===== src/hdl/qmn_pkg.sv =====
// Shared types and constants for the quadtree Morton navigation unit.
// No dependencies; imported by quadtree_morton_navigation_unit.
package qmn_pkg;

    localparam int COORD_BITS = 30;
    localparam int MAX_LEVEL  = 29;
    localparam int LVL_W      = 5;

    typedef enum logic [1:0] {
        OP_CHILD   = 2'd0,
        OP_PARENT  = 2'd1,
        OP_SIBLING = 2'd2,
        OP_SUCC    = 2'd3
    } opcode_t;

    typedef enum logic [1:0] {
        ST_OK       = 2'd0,
        ST_INVALID  = 2'd1,
        ST_PAST_END = 2'd2
    } status_t;

    typedef struct packed {
        opcode_t                 opcode;
        logic [COORD_BITS-1:0]   in_x;
        logic [COORD_BITS-1:0]   in_y;
        logic [LVL_W-1:0]        in_level;
        logic [1:0]              which_child;
        logic [LVL_W-1:0]        target_level;
        logic                    multilevel;
    } cmd_t;

    typedef struct packed {
        logic [COORD_BITS-1:0]   out_x;
        logic [COORD_BITS-1:0]   out_y;
        logic [LVL_W-1:0]        out_level;
        status_t                 status;
    } result_t;

endpackage


===== src/hdl/quadtree_morton_navigation_unit.sv =====
// Quadtree cell navigation in Morton order: child, parent, sibling, successor.
// Depends on qmn_pkg for the command and result word types.

// A command word is taken on every clock edge where start is high; busy is
// never raised, so one word per cycle is sustained. Each result word appears
// on result for one cycle with done high, in command order, after passing
// through three register stages: decode and alignment check, successor climb
// search (a carry chain across the ANDed coordinate bits), and level encode
// with final select. The receiver cannot stall the pipeline, so results must
// be taken when shown.
module quadtree_morton_navigation_unit
    import qmn_pkg::*;
(
    input  logic    clk,
    input  logic    rst_n,
    input  logic    start,
    output logic    busy,
    input  cmd_t    cmd,
    output logic    done,
    output result_t result
);

    localparam int HW = COORD_BITS + 1;

    // ---------------- stage 1: decode ----------------
    logic                  s1_valid_reg;
    cmd_t                  s1_cmd_reg;
    logic                  s1_bad_reg;
    logic [HW-1:0]         s1_hl_reg;
    logic [COORD_BITS-1:0] s1_and_reg;

    logic [HW-1:0]         hl_next;
    logic [HW-1:0]         lowmask;
    logic                  lvl_ok;
    logic                  bad_next;
    logic [COORD_BITS-1:0] and_next;

    // Build the cell length bit and check level and alignment
    always_comb
    begin
        lvl_ok   = (cmd.in_level <= LVL_W'(MAX_LEVEL)) &&
                   (cmd.in_level < LVL_W'(COORD_BITS));
        hl_next  = HW'(1) << (LVL_W'(COORD_BITS) - cmd.in_level);
        lowmask  = hl_next - HW'(1);
        bad_next = !lvl_ok ||
                   (((cmd.in_x | cmd.in_y) & lowmask[COORD_BITS-1:0]) != '0);
        // force bits below the cell length to one so the climb skips them
        and_next = (cmd.in_x & cmd.in_y) | lowmask[COORD_BITS-1:0];
    end

    always_ff @(posedge clk or negedge rst_n)
    begin
        if (!rst_n)
        begin
            s1_valid_reg <= 1'b0;
        end
        else
        begin
            s1_valid_reg <= start;
        end
    end

    always_ff @(posedge clk)
    begin
        s1_cmd_reg <= cmd;
        s1_bad_reg <= bad_next;
        s1_hl_reg  <= hl_next;
        s1_and_reg <= and_next;
    end

    // ---------------- stage 2: direct ops and climb search ----------------
    logic                  s2_valid_reg;
    result_t               s2_res_reg;
    logic                  s2_climb_reg;
    logic [COORD_BITS-1:0] s2_x_reg;
    logic [COORD_BITS-1:0] s2_y_reg;
    logic [COORD_BITS-1:0] s2_keep_reg;
    logic [COORD_BITS-1:0] s2_hot_reg;
    logic                  s2_past_reg;
    logic [LVL_W-1:0]      s2_tgt_reg;
    logic                  s2_multi_reg;

    result_t               res_next;
    logic                  climb_next;
    logic [HW-1:0]         inc;
    logic [HW-1:0]         flip;
    logic [COORD_BITS-1:0] hc;
    logic [COORD_BITS-1:0] hp;
    logic [LVL_W:0]        lvl_p1;
    logic                  tgt_ok;

    always_comb
    begin
        inc    = {1'b0, s1_and_reg} + HW'(1);
        flip   = {1'b0, s1_and_reg} ^ inc;
        hc     = s1_hl_reg[COORD_BITS:1];
        hp     = s1_hl_reg[COORD_BITS-1:0];
        lvl_p1 = {1'b0, s1_cmd_reg.in_level} + (LVL_W+1)'(1);
        tgt_ok = (s1_cmd_reg.target_level <= LVL_W'(MAX_LEVEL)) &&
                 (s1_cmd_reg.target_level < LVL_W'(COORD_BITS));

        res_next.out_x     = s1_cmd_reg.in_x;
        res_next.out_y     = s1_cmd_reg.in_y;
        res_next.out_level = s1_cmd_reg.in_level;
        res_next.status    = ST_OK;
        climb_next         = 1'b0;

        if (s1_bad_reg)
        begin
            res_next.status = ST_INVALID;
        end
        else
        begin
            case (s1_cmd_reg.opcode)
                OP_CHILD:
                begin
                    if ((s1_cmd_reg.in_level >= LVL_W'(MAX_LEVEL)) ||
                        (lvl_p1 >= (LVL_W+1)'(COORD_BITS)))
                    begin
                        res_next.status = ST_INVALID;
                    end
                    else
                    begin
                        if (s1_cmd_reg.which_child[0])
                        begin
                            res_next.out_x = s1_cmd_reg.in_x | hc;
                        end
                        if (s1_cmd_reg.which_child[1])
                        begin
                            res_next.out_y = s1_cmd_reg.in_y | hc;
                        end
                        res_next.out_level = lvl_p1[LVL_W-1:0];
                    end
                end
                OP_PARENT, OP_SIBLING:
                begin
                    if (s1_cmd_reg.in_level == '0)
                    begin
                        res_next.status = ST_INVALID;
                    end
                    else
                    begin
                        res_next.out_x = s1_cmd_reg.in_x & ~hp;
                        res_next.out_y = s1_cmd_reg.in_y & ~hp;
                        if (s1_cmd_reg.opcode == OP_PARENT)
                        begin
                            res_next.out_level = s1_cmd_reg.in_level - LVL_W'(1);
                        end
                        else
                        begin
                            if (s1_cmd_reg.which_child[0])
                            begin
                                res_next.out_x = res_next.out_x | hp;
                            end
                            if (s1_cmd_reg.which_child[1])
                            begin
                                res_next.out_y = res_next.out_y | hp;
                            end
                        end
                    end
                end
                default:
                begin
                    if (!tgt_ok || (s1_cmd_reg.target_level < s1_cmd_reg.in_level))
                    begin
                        res_next.status = ST_INVALID;
                    end
                    else if (s1_cmd_reg.in_level < s1_cmd_reg.target_level)
                    begin
                        // descend to child 0, or straight to the target
                        res_next.out_level = s1_cmd_reg.multilevel ?
                                             lvl_p1[LVL_W-1:0] :
                                             s1_cmd_reg.target_level;
                    end
                    else
                    begin
                        climb_next = 1'b1;
                    end
                end
            endcase
        end

        // zero the fields of an error word
        if (res_next.status != ST_OK)
        begin
            res_next.out_x     = '0;
            res_next.out_y     = '0;
            res_next.out_level = '0;
        end
    end

    always_ff @(posedge clk or negedge rst_n)
    begin
        if (!rst_n)
        begin
            s2_valid_reg <= 1'b0;
        end
        else
        begin
            s2_valid_reg <= s1_valid_reg;
        end
    end

    always_ff @(posedge clk)
    begin
        s2_res_reg   <= res_next;
        s2_climb_reg <= climb_next;
        s2_x_reg     <= s1_cmd_reg.in_x;
        s2_y_reg     <= s1_cmd_reg.in_y;
        s2_keep_reg  <= ~flip[COORD_BITS-1:0];
        s2_hot_reg   <= flip[COORD_BITS-1:0] & inc[COORD_BITS-1:0];
        s2_past_reg  <= inc[COORD_BITS];
        s2_tgt_reg   <= s1_cmd_reg.target_level;
        s2_multi_reg <= s1_cmd_reg.multilevel;
    end

    // ---------------- stage 3: encode climb level and select ----------------
    logic              done_reg;
    result_t           result_reg;
    result_t           result_next;
    logic [LVL_W-1:0]  enc;

    always_comb
    begin
        enc = '0;
        for (int b = 0; b < COORD_BITS; b++)
        begin
            if (s2_hot_reg[b])
            begin
                enc = enc | LVL_W'(COORD_BITS - b);
            end
        end

        result_next = s2_res_reg;
        if (s2_climb_reg)
        begin
            if (s2_past_reg)
            begin
                result_next.out_x     = '0;
                result_next.out_y     = '0;
                result_next.out_level = '0;
                result_next.status    = ST_PAST_END;
            end
            else
            begin
                // step to the next sibling at the first non-last ancestor
                result_next.out_x = (s2_x_reg & s2_keep_reg) | (s2_hot_reg & ~s2_x_reg);
                result_next.out_y = (s2_y_reg & s2_keep_reg) |
                                    (s2_hot_reg & (s2_x_reg | s2_y_reg));
                result_next.out_level = (!s2_multi_reg && (enc < s2_tgt_reg)) ?
                                        s2_tgt_reg : enc;
                result_next.status    = ST_OK;
            end
        end
    end

    always_ff @(posedge clk or negedge rst_n)
    begin
        if (!rst_n)
        begin
            done_reg <= 1'b0;
        end
        else
        begin
            done_reg <= s2_valid_reg;
        end
    end

    always_ff @(posedge clk)
    begin
        result_reg <= result_next;
    end

    // Drive outputs
    assign busy   = 1'b0;
    assign done   = done_reg;
    assign result = result_reg;

endmodule


===== config.mk =====
export PLATFORM = sky130hd
export DESIGN_NAME = quadtree_morton_navigation_unit
export DESIGN_NICKNAME = d
export VERILOG_FILES = /design/src/hdl/qmn_pkg.sv /design/src/hdl/quadtree_morton_navigation_unit.sv
export SDC_FILE = /design/constraint.sdc
export NUM_CORES = 1
export LEC_CHECK = 0
export ABC_AREA = 1
export BUFFER_PORTS_ARGS = -buffer_cell sky130_fd_sc_hd__buf_2
export CAP_MARGIN = 10
export CORE_ASPECT_RATIO = 0.5
export CORE_MARGIN = 8
export CORE_UTILIZATION = 45
export CTS_BUF_LIST = sky130_fd_sc_hd__clkbuf_16
export DETAILED_ROUTE_END_ITERATION = 16
export PLACE_DENSITY_LB_ADDON = 0.12
export SYNTH_ARGS = -nofsm -noshare
export SYNTH_HDL_FRONTEND = slang
export SYNTH_SLANG_ARGS = --single-unit

===== constraint.sdc =====
create_clock -name clk -period 4.95 [get_ports clk]
set_clock_uncertainty 0.2 [all_clocks]
set_input_delay 1.485 -clock clk [delete_from_list [all_inputs] [get_ports clk]]
set_output_delay 1.485 -clock clk [all_outputs]
set_load 0.02 [all_outputs]

Yosys cells after proc, flatten, opt, wreduce, memory -nomap -nowiden
Cells that the tools add are included.

storage, ports and cells
  input bits = 78
  logic and storage cells = 181
  bits in registers = 402

operators by class
  reduce and logical (&&, ||, !) cells = 15
  order comparisons = 9
  multiplexer cells = 98
  shifts and indexed selects = 1
  bitwise logic cells = 22
  $add $sub $neg = 5
  equality and inequality tests = 2

operators by type and width
  kind                   number
  $mux 30                18
  $mux 65                7
  $mux 60                5
  $and 30x30->30         9
  $or 30x30->30          9
  $mux 67                3
  $mux 5                 28
  $pmux 60 s2            1
  $not 30->30            3
  $mux 4                 8
  $add 30x1->31 const B  1
  $shl 1x5->31 const A   1
  $reduce_bool 30->1     1
  $sub 30x1->30 const B  1
  $xor 30x30->30         1
  $mux 2                 9
  $lt 5x5->1             3
  $pmux 7 s2             1
  $mux 1                 13
  $mux 3                 4
  $le 5x5->1 const B     2
  $lt 5x5->1 const B     2
  $mux 7                 1
  $add 5x1->6 const B    1
  14 further kinds       20

Longest topological paths before layout
  word-level depth = 36
  mapped depth = 22
  gate-level depth less buffers = 21

Worst setup path after synthesis
No wires, ideal clock.

  path type = input port to flip-flop
  from = input cmd[9] (netlist name)
  to = register s1_bad_reg
  stages = 20
  arrival = 3.729 ns
  data required time = 4.629 ns
  slack = 0.900 ns
  path through = buf_4 > nand2_2 > inv_1 > ha_1 > inv_2 > nand4_1 > inv_1 > nand2_2 > ha_1 > a21oi_1 > nor2_1 > o211ai_1 > nor2_1 > nand2_1 > a21oi_1 > nand3_1 > nor2_1 > nand2_1 > nor2_1 > nand3_1

between the ends
  longest elaborated chain between the ends = 6
  elaborated cells between the ends (all ways) = 10
  classes of those cells = add/sub: 2; order compare: 2; shift: 1; bitwise: 1; reduce/logical: 4

ends and longest elaborated chain
  item                  line                                   source
  from (decl)           quadtree_morton_navigation_unit.sv:18  input cmd_t cmd,
  $sub 5x5->5           quadtree_morton_navigation_unit.sv:43  hl_next = HW'(1) << (LVL_W'(COORD_BITS) - cmd.in_level);
  $shl 1x5->31          quadtree_morton_navigation_unit.sv:43
  $sub 30x1->30         quadtree_morton_navigation_unit.sv:44  lowmask = hl_next - HW'(1);
  $and 30x30->30        quadtree_morton_navigation_unit.sv:46  (((cmd.in_x | cmd.in_y) & lowmask[COORD_BITS-1:0]) != '0);
  $reduce_bool 30->1    quadtree_morton_navigation_unit.sv:46
  $logic_or 1x1->1 *    quadtree_morton_navigation_unit.sv:45  bad_next = !lvl_ok ||
  via bad_next          quadtree_morton_navigation_unit.sv:35  logic bad_next;
  to (signal assigned)  quadtree_morton_navigation_unit.sv:66  s1_bad_reg <= bad_next;
  to (decl)             quadtree_morton_navigation_unit.sv:28  logic s1_bad_reg;

Mark *: on every way through the listed nets, which the timed path passes. The rest lies on a longest branch.
A chain may end at the register's enable or synchronous reset.

Worst setup path after layout
Ends and elaborated chain as after synthesis.

==> reports/qor.yml <==
floorplan:
  boundaryPins: 147
  core_sq_um: 35700
  initial_core_util_pct: 45.4
  die-area_sq_um: 42700
  dieWidth_microns: 284
  rows: 49
  die_y_microns: 150
worst_setup_path:
  worstReg2RegStart: "s1_cmd_reg[8]$_DFF_P_"
  path_common_cell: "nor2_1"
  required_ns: 5.17
  cp-start-kind: "input port"
  crit_cells: 20
  setup.worst_path.end: "s1_bad_reg$_DFF_P_"
  r2r_end: "s2_res_reg[18]$_SDFF_PP0_"
  slowest_delay_ns: 0.40
  cp_slowest_cell: "ha_1"
  cp_top_family: "simple AND/OR/NAND/NOR gates"
  path_class: "in -> reg"
  setup.worst_path.start: "cmd[9]"
  r2r_cells: 10
  crit_path_max_fanout: 10
  arrival_ns: 4.41
  reg2reg_slack_ns: 1.47
  critPathBufInv: 4
  end_kind: "flip-flop"
  critical_path.cell_chain: "buf_2 > nand2_2 > inv_1 > ha_1 > inv_2 > nand4_1 > inv_1 > nand2_2 > ha_1 > a21oi_1 > nor2_1 > o211ai_1 > nor2_1 > nand2_1 > a21oi_1 > nand3_1 > nor2_1 > nand2_1 > nor2_1 > nand3_1"
synth:
  syn_nets: 2124
  synth_cells: 1993
  seq_area_frac_synth_pct: 49.5
  netlist_area_sq_um: 16200
  postSynthAreaPerCell_sq_um: 8.13
  synth_mux_area_share_pct: 0.131
  yosysTopAreaCell: "dfxtp_1"
  synth_top_family_by_area: "simple AND/OR/NAND/NOR gates"
  ys.flop_type: "dfxtp_1"
  synth_fa_ha_area_share_pct: 4.09
  synth_enable_flop_cells: 0
  yosysWarnings: 0
  synth_xor_area_share_pct: 1.84
  synth_area_leaders: "dfxtp_1 (49%), nand2_1 (7.4%), o21ai_0 (7.4%)"
  ys_ff_latch: 400
  async_reset_ff_share_pct: 0.750
  synth_top_area_share_pct: 49.0
  synth_compound_area_share_pct: 16.6
  synthSimpleGateAreaFrac_pct: 19.9
  synth_cell_types: 51
finish:
  drive_gt1_share_pct: 13.6
  fin_nets: 2247
  syn_to_final_growth_pct: 14.0
  layout_commonest_cell: "dfxtp_1"
  largest_reg_flops: 75
  final_cell_mix: "dfxtp_1 (396), nand2_1 (321), inv_1 (241), o21ai_0 (239), buf_2 (145)"
grt:
  grt_usage_pct: 24.1
  grt_util_met3_pct: 6.10
  grt_overflow: 0
  grt_antenna_before_repair: 0
  grt_max_degree: 64
  grtUsageMet2_pct: 35.0
  met1_usage_pct: 35.2
  grt_pass1_vias: 13400
  grt_pass1_wl_mm: 79.6
  top_usage_layer: "met1"
route:
  drcViolationCount: 0
  ant_nets: 0
  drt_iter0_markers: 1614
  via_per_inst: 5.44
  drtPass1Iterations: 6
  wl_per_cell_microns: 20.1
  wirelength_mm: 52.9
  vias: 14300
clock_network:
  clkSlewWorstSetupHoldPaths_ns: 0.07
  clock-sinks: 400
  cts_made_buffers: 37
  htreeDepth: 2
  cts_setup_buffers: 0
  postCtsHoldBufs: 0
  root_buffer: "clkbuf_16"
  clock_latency_ns: 0.55
  cts_resized: 0
  cts_tree: "done"
  cts_max_path_buffers: 3
timing:
  hold_viol_final: 0
  maxSlewHeadroom_pct: 31.4
  min_period_over_period_pct: 84.7
  maxSlewViolCount: 0
  fmax_ghz: 0.239
  setup_viol_count_final: 0
  fin_crit_ns: 4.19
  fin_setup_tns_ns: 0
  rsz0062_at_grt: "false"
  tightest_slew_ns: 1.03
power_and_ir_drop:
  vdd_drop_max_mv: 0.202
  finalPower_mw: 7.26
  cellLeakagePower_nw: 8.47
  pwr_density_cell_nw_per_um2: 393
status:
  status: "completed"
placement:
  gp_congestion: 0.975
  hpwl_mm: 38.0
  io_buffers: 145
job:
  drv_cap: 0
hold_path:
  worstHoldPathType: "reg -> reg"
[worst register-to-register path, cell delays in order, from the launching register on]
cell     delay, ns
dfxtp_1       0.48
inv_1         0.20
ha_1          0.40
nor2_1        0.13
nor2_1        0.05
nand3_1       0.11
nand2_2       0.34
nor2_2        0.78
buf_4         0.35
nand3_1       0.10
a41oi_1       0.23
[layer usage]
metal | vias up | wire length, microns
met5 | - | 0
met4 | 0 | 1090
met3 | 88 | 5460
met2 | 617 | 21300
met1 | 6655 | 25000
li1 | 6936 | -
[stage by stage]
stage	cells	hold slack (ns)	worst slack, ns	cell area, sq um	util, %
final	2626	0.150	0.759	18500	51.8
after global routing	2625	0.166	0.425	18500	51.8
after CTS	2625	0.154	0.825	18500	51.8
after detailed placement	2561	0.139	0.291	17400	48.7
after global placement	2561	0.135	0.327	17400	48.7
after floorplan	1993	0.129	0.900	16200	-
[cell usage after synthesis, types with 2 or more instances]
| cell type | instances |
|---|---|
| inv_1 | 238 |
| o22ai_1 | 4 |
| ha_1 | 53 |
| dfrtp_1 | 3 |
| buf_6 | 2 |
| nand2_1 | 321 |
| o2111ai_1 | 3 |
| nor3_2 | 3 |
| a41oi_1 | 24 |
| o21ai_2 | 2 |
| clkbuf_1 | 67 |
| nand3_1 | 95 |
| nor2_4 | 9 |
| nand2_2 | 16 |
| dfxtp_1 | 397 |
| o21ai_0 | 239 |
| nor2_2 | 19 |
| o31ai_1 | 19 |
| o211ai_1 | 53 |
| nor3_1 | 51 |
| a31oi_1 | 35 |
| xor2_1 | 34 |
| nor4_1 | 7 |
| buf_4 | 4 |
| buf_2 | 2 |
| a21oi_1 | 64 |
| nor2_1 | 141 |
| nand2_4 | 3 |
| o41ai_1 | 4 |
| inv_2 | 9 |
| buf_1 | 5 |
| nand3_2 | 5 |
| o21ai_1 | 3 |
| nand4_1 | 39 |
| a221oi_1 | 4 |
[cell type report]
type | instances | area [sq um]
Antenna cell | 1 | 2.50
Clock buffer | 37 | 926
Clock inverter | 27 | 188
Fill cell | 3460 | 17200
Inverter | 248 | 931
Multi-Input combinational cell | 1264 | 6930
Sequential cell | 400 | 8020
Tap cell | 484 | 606
Timing Repair Buffer | 165 | 876
[report_power, final]
group	total, mW	leakage, nW	internal [mW]	switching, mW
Clock	2.72	0.567	1.47	1.25
Combinational	0.956	4.59	0.307	0.649
Sequential	3.59	3.31	3.44	0.151
Total	7.26	8.47	5.21	2.05
[kinds of logic after synthesis]
group           count (synthesis)
fa+ha+maj                      53
mux                             2
compound gates                461
simple gates                  713
other cells                     1
buf+inv                       329
xor+xnor                       34
flops                         400
[how the worst min path moves through the flow]
stage	startpoint	end	slack, ns	cells after the start
after floorplan	s1_cmd_reg[0]$_DFF_P_	s2_multi_reg$_DFF_P_	0.13	0
after detailed placement	s2_valid_reg$_DFF_PN0_	done$_DFF_PN0_	0.14	0
after global placement	s2_valid_reg$_DFF_PN0_	done$_DFF_PN0_	0.14	0
final	s2_valid_reg$_DFF_PN0_	done$_DFF_PN0_	0.15	0
after CTS	s2_valid_reg$_DFF_PN0_	done$_DFF_PN0_	0.15	0
after global routing	s1_cmd_reg[17]$_DFF_P_	s2_y_reg[4]$_DFF_P_	0.17	0
Note: power is estimated with default switching activity, not from simulation.
